===== config.mk =====
export PLATFORM = sky130hd
export DESIGN_NAME = mi_ram
export DESIGN_NICKNAME = d
export VERILOG_FILES = /design/src/rtl/mi_ram.sv
export SDC_FILE = /design/constraint.sdc
export NUM_CORES = 1
export LEC_CHECK = 0
export BUFFER_PORTS_ARGS = -buffer_cell sky130_fd_sc_hd__buf_4
export CORE_UTILIZATION = 40
export DETAILED_ROUTE_END_ITERATION = 6
export GPL_TIMING_DRIVEN = 1
export HOLD_SLACK_MARGIN = 0.1
export SYNTH_ARGS = -nofsm -noshare
export SYNTH_HDL_FRONTEND = slang
export SYNTH_SLANG_ARGS = --single-unit

===== constraint.sdc =====
create_clock -name i_clk -period 3.3 [get_ports i_clk]
set_input_delay 0.165 -clock i_clk [delete_from_list [all_inputs] [get_ports i_clk]]
set_output_delay 0.165 -clock i_clk [all_outputs]
set_load 0.02 [all_outputs]

===== src/rtl/mi_ram.sv =====
// generic single write port ram with registered read
module mi_ram #(
    parameter int WIDTH = 32,
    parameter int DEPTH = 16
) (
    input  logic                     i_clk,
    input  logic                     i_we,
    input  logic [$clog2(DEPTH)-1:0] i_waddr,
    input  logic [WIDTH-1:0]         i_wdata,
    input  logic [$clog2(DEPTH)-1:0] i_raddr,
    output logic [WIDTH-1:0]         o_rdata
);
    logic [WIDTH-1:0] r_mem [DEPTH];
    logic [WIDTH-1:0] r_rdata;

    always_ff @(posedge i_clk) begin
        if (i_we) begin
            r_mem[i_waddr] <= i_wdata;
        end
        r_rdata <= r_mem[i_raddr];
    end

    assign o_rdata = r_rdata;
endmodule


==> impl_metrics.ini, run 1 <==
[run_status]
outcome = complete, no violations

[global_route]
grt_overflow_total = 0
grt_max_degree = 44
grt_pass1_vias = 9576
grt_pass1_wl_um = 62800
antenna_found_initial = 1
grt.total_usage_pct = 17.3

[synth]
synth_edf_count = 512
ys_types = 18
synth-async-reset-ratio_pct = 0
yosys_warnings = 0
avgSynthCellArea_um2 = 23.7
yosysMostFrequentCell = edfxtp_1
synth_fp_nets = 880
seq_area_frac_synth_pct = 80.7
synth_ff_type = edfxtp_1
yosysTopAreaCell = edfxtp_1
ys_seq_elements = 544
syn_inst = 838
synth_area_leaders = edfxtp_1 77%, mux4_2 15%, dfxtp_1 3.2%, a22oi_1 2.4%, nand2_1 0.62%
synth_top_area_share_pct = 77.4
syn_area_mm2 = 0.0199
synth_top_cells_by_count = 512 x edfxtp_1, 128 x mux4_2, 64 x a22oi_1

[clock_network]
cts_root_buf = clkbuf_16
clock-sinks = 544
post-cts-setup-buffers = 0
clockBufferDepth = 3
htreeDepth = 2
clk_pin_slew_ps = 60
cts_tree = done
clock_latency_ps = 580
cts_made_buffers = 52

[min_path]
hold_path.class = in -> reg
min-delay-start = i_waddr[0]
min_to = r_mem[8][15]
holdPathStages = 3

[layout]
antenna_cells = 0
instances_no_fill = 1690
drive_gt1_share_pct = 32.2
postLayoutCellArea_mm2 = 0.0235
syn2layout_area_growth_pct = 18.2
final_nets = 1026

[worst_setup_path]
crit_buf_inv = 2
reg2reg_slack_ps = 1870
critPathCaptureType = flop
cp_cell_sequence = dlygate4sd3_1 -> buf_4 -> nor2_4 -> a22oi_1 -> nand2_1
worstPathRequired_ps = 3800
critPathSlowestCell = nor2_4
r2r_start = r_mem[9][4]
critical_path_class = in -> reg
reg2reg_depth = 3
path_delay_family = simple AND/OR/NAND/NOR gates
cp_max_fo = 32
critPathLaunchType = input port
r2r-end = o_rdata[4]
critPathArrivalTime_ps = 2330
max_stage_delay_ps = 910

[job]
drv_cap = 0

[timing]
worst_pin_slew_ps = 1190
rsz0062_at_grt = no
max_slew_margin_pct = 20.5
fmax_mhz = 548
post-route-period-util_pct = 55.3
setup_violations = 0
whs_ps = 185
finClkSkew_ps = 13.8
hold_viol_final = 0
tns_ps = 0
min_period_ps = 1830
final_max_slew_viol_count = 0

[route]
wl_per_cell_um = 25.1
detail-route-antenna-nets = 0
vias = 8990
viasPerCell = 5.32
drc = 0
wirelength_um = 42300
drt_first_iter_violations = 868
drt-pass1-iter-count = 4

[placement]
dpl.hpwl_um = 21800
io_buffers = 73
place_congestion = 0.703
place_area_mm2 = 0.0215
dp_cells = 1561

[pwr]
leakagePower_nw = 7.53
power.density_mw_per_mm2 = 614
vdd_drop_max_mv = 0.377

[floorplan]
core_area_mm2 = 0.0490
die_area_mm2 = 0.0505
die_w_um = 225
start_util_pct = 40.6
rows = 81
io_pins = 74
dieHeight_um = 225
kinds of logic (layout without fill, tap and decap cells):
family,Yosys count,after routing,synth area share (%)
and+or+nand+nor,59,59,1.27
DFF,544,544,80.7
AOI/OAI and AO/OA,64,64,2.42
muxes,128,128,14.5
buffers and inverters,43,231,1.12
cell usage in the layout (no fill, tap or decap), drive strengths merged:
master         n
dlygate4sd3   33
nor3           4
a22oi         64
nand2b         2
nand3b         2
clkinv        18
nor2b          2
clkbuf        76
edfxtp       512
dfxtp         32
mux4         128
nor2          13
bufinv         3
or3b           1
buf          101
and2           1
nand3          1
nand2         33
worst register-to-register path, cell delays in order, from the launching register on:
cell	delay, ps
edfxtp_1	380
mux4_2	450
a22oi_1	390
nand2_1	80
routing by layer:
metal	share of wire [%]	routed length (um)	global-route usage, %
met1	43	18200	23.2
met3	4.4	1850	2.55
met4	1.6	697	4.50
met5	0.019	8	0
met2	51	21600	29.6
sequential cells by signal, summed over array words and instances (netlist names):
signal	flops
o_rdata	32
r_mem	512
repair_timing:
| action | in CTS | in global routing |
|---|---|---|
| setup endpoints to repair | 0 | 0 |
| hold buffers | 33 | 0 |
| resized for setup | 0 | 0 |
| endpoints found under the hold margin | 519 | 0 |
through the flow:
step / worst slack [ps] / power, W / utilization, %
final: 1470 / 0.0144 / 47.9
after global routing: 1420 / 0.0148 / 47.9
after CTS: 1500 / 0.0145 / 47.9
after detailed placement: 1130 / 0.00871 / 43.8
after global placement: 1120 / 0.00870 / 43.8
after floorplan: 256 / 0.00833 / -
where the power goes:
group | switching [W] | total (W) | internal [W]
Clock | 0.00245 | 0.00583 | 0.00338
Sequential | 0.0000537 | 0.00778 | 0.00772
Combinational | 0.000450 | 0.000798 | 0.000347
Total | 0.00296 | 0.0144 | 0.0114
worst max-delay path by stage:
stage                              to        from  cells past startpoint  slack, ps
after CTS                 o_rdata[20]  i_raddr[2]                      5       1500
final                     o_rdata[20]  i_raddr[2]                      5       1470
after global routing      o_rdata[20]  i_raddr[2]                      5       1420
after detailed placement   o_rdata[4]  i_raddr[1]                      5       1130
after global placement     o_rdata[4]  i_raddr[1]                      5       1120
after floorplan           r_mem[8][0]  i_waddr[2]                      2        260
cell type report:
type	instances	area, um2
clock buffer	75	1500
tap	664	831
clock inverter	21	175
sequential	544	16000
fill	3963	25500
timing repair buffer	135	1190
multi-input combinational	251	3760
No activity file was read; power rests on OpenSTA's default activity.
==> inputs of run 2 (changes only) <==
Clock period 3.3 ns to 1.9 ns, I/O delays scaled along.
==> impl_metrics.ini, run 2 (synthesized netlist as in run 1, its figures left out) <==
[worst_setup_path]
worstPathRequired_ps = 2200
cp_max_fo = 20
critPathCaptureType = flop
r2r_start = r_mem[3][2]
path_delay_family = buffers and inverters
crit_buf_inv = 4
critPathLaunchType = input port
crit_path_frequent_cell = dlygate4sd3_1
critical_path_class = in -> reg
critPathSlowestCell = dlygate4sd3_1
critPathArrivalTime_ps = 1950
reg2reg_depth = 3
cp_cell_sequence = dlygate4sd3_1 -> buf_4 -> nor3_4 -> dlygate4sd3_1 -> buf_12
reg2reg_slack_ps = 530
r2r-end = o_rdata[2]
max_stage_delay_ps = 630

[job]
drv_cap = 0

[global_route]
grt_overflow_total = 0
antenna_found_initial = 2
grt_max_degree = 33
grt.total_usage_pct = 17.3
met3_usage_pct = 3.11
grt_pass1_vias = 9835
grt_pass1_wl_um = 63500
use_met2_pct = 27.6
grt_most_used_layer = met2
met1_usage_pct = 24.4

[clock_network]
post-cts-setup-buffers = 0
clock-sinks = 544
cts_root_buf = clkbuf_16
cts_made_buffers = 56
ctsResizeCount = 0
clockBufferDepth = 3
htreeDepth = 2
clk_pin_slew_ps = 60
cts_tree = done
clock_latency_ps = 610

[layout]
largest_reg_flops = 512
largest_register = r_mem
final_common_cell = edfxtp_1
postLayoutCellArea_mm2 = 0.0241
final_cell_mix = 512 x edfxtp_1, 128 x mux4_2, 102 x buf_4
syn2layout_area_growth_pct = 21.4
drive_gt1_share_pct = 33.6
final_nets = 1060
utilization_pct = 49.2

[timing]
finClkSkew_ps = 13.3
setup_slack_ps = 255
min_period_ps = 1650
worst_pin_slew_ps = 1080
tns_ps = 0
rsz0062_at_grt = no
hold_viol_final = 0
max_slew_margin_pct = 28.3
post-route-period-util_pct = 86.6
setup_violations = 0
final_max_slew_viol_count = 0
fmax_mhz = 608

[route]
drt-pass1-iter-count = 5
wl_per_cell_um = 24.6
vias = 9277
viasPerCell = 5.37
drt_first_iter_violations = 755
detail-route-antenna-nets = 0
drc = 0
wirelength_um = 42500

[placement]
io_buffers = 73
dpl.hpwl_um = 24400
pre_cts_ws_ps = 204
place_area_mm2 = 0.0219
place_congestion = 0.735

[min_path]
min_to = o_rdata[4]
min-delay-start = i_raddr[0]
hold_path.class = in -> reg
holdPathStages = 4

[floorplan]
start_util_pct = 40.6
die_w_um = 225
die_area_mm2 = 0.0505
io_pins = 74
rows = 81
core_area_mm2 = 0.0490
dieHeight_um = 225

[pwr]
vdd_drop_max_mv = 0.691
power.density_mw_per_mm2 = 1070
p_total_w = 0.0258
leakagePower_nw = 7.82

[run_status]
outcome = complete, no violations
==> run 2: cell count changes in the layout (fill, tap and decap cells not counted), sizes merged, moves of 2 or more <==
cell,delta
buf,+26
dlygate4sd3,+4
bufinv,+3
inv,+2
==> run 2: metrics by stage <==
stage / hold WS [ps] / instances
6_report: 133 / 1729
5_1_grt: 147 / 1729
4_1_cts: 108 / 1728
3_5_place_dp: 397 / 1587
3_3_place_gp: 392 / 1587
2_1_floorplan: 194 / 838
==> run 2: final cells by class <==
| type | instances | area (um2) |
|---|---|---|
| well taps | 664 | 831 |
| clock inverters | 28 | 314 |
| diodes | 1 | 2.50 |
| repair buffers | 165 | 1650 |
| flip-flops and latches | 544 | 16000 |
| clock buffers | 76 | 1520 |
| multi-input cells | 251 | 3770 |
| fillers | 3916 | 24800 |
==> run 2: power by group <==
group	internal [W]	switching (W)	total, W
Combinational	0.000659	0.000800	0.00146
Clock	0.00641	0.00445	0.0109
Sequential	0.0134	0.0000947	0.0135
==> run 2: layer usage <==
metal  vias to the layer above  wire length (um)  share of wire [%]
li1                       3948                 -                  -
met2                       273             20500                 48
met5                         -                13              0.031
met3                        67              2420                5.7
met1                      4987             18600                 44
met4                         2               886                2.1
==> run 2: worst max-delay path by stage <==
stage / start / to / slack, ps / depth (start not counted)
floorplan: i_waddr[2] / r_mem[1][0] / -500 / 2
global placement: i_raddr[0] / o_rdata[24] / 220 / 6
detailed placement: i_raddr[0] / o_rdata[29] / 200 / 5
CTS: i_waddr[1] / r_mem[12][19] / 290 / 5
global route: i_waddr[0] / r_mem[12][18] / 260 / 5
finish: i_waddr[1] / r_mem[12][5] / 250 / 5
==> run 2: timing repair <==
action | CTS | global route
setup endpoints to repair | 0 | 0
hold buffers | 37 | 0
endpoints found under the hold margin | 570 | 0
==> run 2: worst reg2reg max path, delay by kind of cell (launching register included) <==
| kind | cells | cell delay, ps |
|---|---|---|
| muxes | 1 | 490 |
| and+or+nand+nor | 1 | 130 |
| AOI/OAI and AO/OA | 1 | 280 |
| DFF | 1 | 350 |
==> inputs of run 3 (changes only) <==
Settings changed: BUFFER_PORTS_ARGS -buffer_cell sky130_fd_sc_hd__buf_4 to default, CTS_CLUSTER_DIAMETER from default to 100, DONT_BUFFER_PORTS from default to 1.
==> impl_metrics.ini, run 3 (synthesized netlist as in run 1, its figures left out) <==
[worst_setup_path]
critPathCaptureType = flop
reg2reg_depth = 4
worstPathRequired_ps = 2390
r2r-end = o_rdata[17]
cp_max_fo = 1
critical_path_class = reg -> reg
critPathSlowestCell = dlygate4sd3_1
cp_cell_sequence = mux4_2 -> dlygate4sd3_1 -> a22oi_2 -> nand2_1
max_stage_delay_ps = 610
crit_buf_inv = 1
path_delay_family = buffers and inverters
critPathArrivalTime_ps = 2330
reg2reg_slack_ps = 50
r2r_start = r_mem[11][17]
critPathLaunchType = flop

[global_route]
antenna_found_initial = 5
grt.total_usage_pct = 17.8
grt_pass1_vias = 9836
grt_max_degree = 105
grt_overflow_total = 0
grt_pass1_wl_um = 65100

[layout]
final_nets = 1075
largest_reg_flops = 512
postLayoutCellArea_mm2 = 0.0244
final_cell_mix = 512 x edfxtp_1, 140 x dlygate4sd3_1, 128 x mux4_2
seqCellArea_mm2 = 0.0160
syn2layout_area_growth_pct = 23.0
multi_input_area_mm2 = 0.00381
n_fill_cell = 3876
largest_register = r_mem
final_common_cell = edfxtp_1
drive_gt1_share_pct = 25.3
utilization_pct = 49.9

[timing]
max_slew_margin_pct = 57.9
hold_viol_final = 0
post-route-period-util_pct = 97.2
worst_pin_slew_ps = 630
fmax_mhz = 542
final_max_slew_viol_count = 0
setup_violations = 0
finClkSkew_ps = 21.5
min_period_ps = 1850
tns_ps = 0

[floorplan]
start_util_pct = 40.6
die_w_um = 225
core_area_mm2 = 0.0490
dieHeight_um = 225
die_area_mm2 = 0.0505
io_pins = 74
rows = 81

[route]
drc = 0
viasPerCell = 5.33
wl_per_cell_um = 24.9
drt_first_iter_violations = 827
vias = 9304
wirelength_um = 43500
drt-pass1-iter-count = 5
detail-route-antenna-nets = 0

[placement]
place_area_mm2 = 0.0211
place_congestion = 0.710
dpl.hpwl_um = 22200
io_buffers = 0

[pwr]
leakagePower_nw = 7.78
p_total_w = 0.0256
power.density_mw_per_mm2 = 1050
vdd_drop_max_mv = 0.675

[clock_network]
clock-sinks = 544
cts_tree = done
htreeDepth = 2
cts_root_buf = clkbuf_16
clockBufferDepth = 3
clock_latency_ps = 600
clk_pin_slew_ps = 60
cts_made_buffers = 55

[run_status]
outcome = complete, no violations

[min_path]
min_to = r_mem[15][1]
holdPathStages = 4
hold_path.class = in -> reg
min-delay-start = i_waddr[2]

[job]
drv_cap = 0
## run 3: final cells by class
type | instances | area share, %
well taps | 664 | 3.40
repair buffers | 181 | 8.03
flip-flops and latches | 544 | 65.6
multi-input cells | 251 | 15.6
diodes | 5 | 0.0512
clock inverters | 18 | 0.983
clock buffers | 84 | 6.37
## run 3: worst max path at each step
stage                   from            to  slack, ps  cells past startpoint
6_report       r_mem[11][17]   o_rdata[17]         50                      4
5_1_grt         r_mem[11][0]    o_rdata[0]       -0.1                      4
4_1_cts         r_mem[11][0]    o_rdata[0]         50                      4
3_5_place_dp      i_waddr[2]  r_mem[0][21]        300                      3
3_3_place_gp      i_waddr[2]  r_mem[0][25]        320                      3
2_1_floorplan     i_waddr[2]   r_mem[1][0]       -500                      2
## run 3: worst register-to-register path, stage by stage (launching register included)
cell and delay [ps]:
edfxtp_1 370, mux4_2 480, dlygate4sd3_1 610, a22oi_2 210
nand2_1 60
## run 3: layer usage
metal / wire, um / track usage [%] / vias to the layer above
li1: - / - / 3993
met1: 18900 / 24.7 / 5002
met2: 21300 / 28.5 / 253
met3: 2450 / 3.83 / 56
met4: 833 / 4.92 / 0
met5: 0 / 0 / -
## run 3: power breakdown
part           internal [W]  total (W)  switching (W)
Sequential           0.0134     0.0136       0.000200
Combinational      0.000664    0.00125       0.000585
Clock               0.00633     0.0107        0.00438
Total                0.0204     0.0256        0.00516
## run 3: through the flow
step           worst slack, ps  std cells  hold WS [ps]
2_1_floorplan             -503        838           194
3_3_place_gp               319       1498           195
3_5_place_dp               297       1498           195
4_1_cts                   52.0       1742           120
5_1_grt                 -0.120       1747           125
6_report                  54.1       1747           158
## run 3: what timing repair did
| action | 4_1_cts | 5_1_grt |
|---|---|---|
| endpoints found under the hold margin | 672 | 0 |
| buffers inserted | 0 | 0 |
| endpoints found under the setup margin | 0 | 7 |
| gates resized for setup | 0 | 7 |
| hold buffers | 142 | 0 |
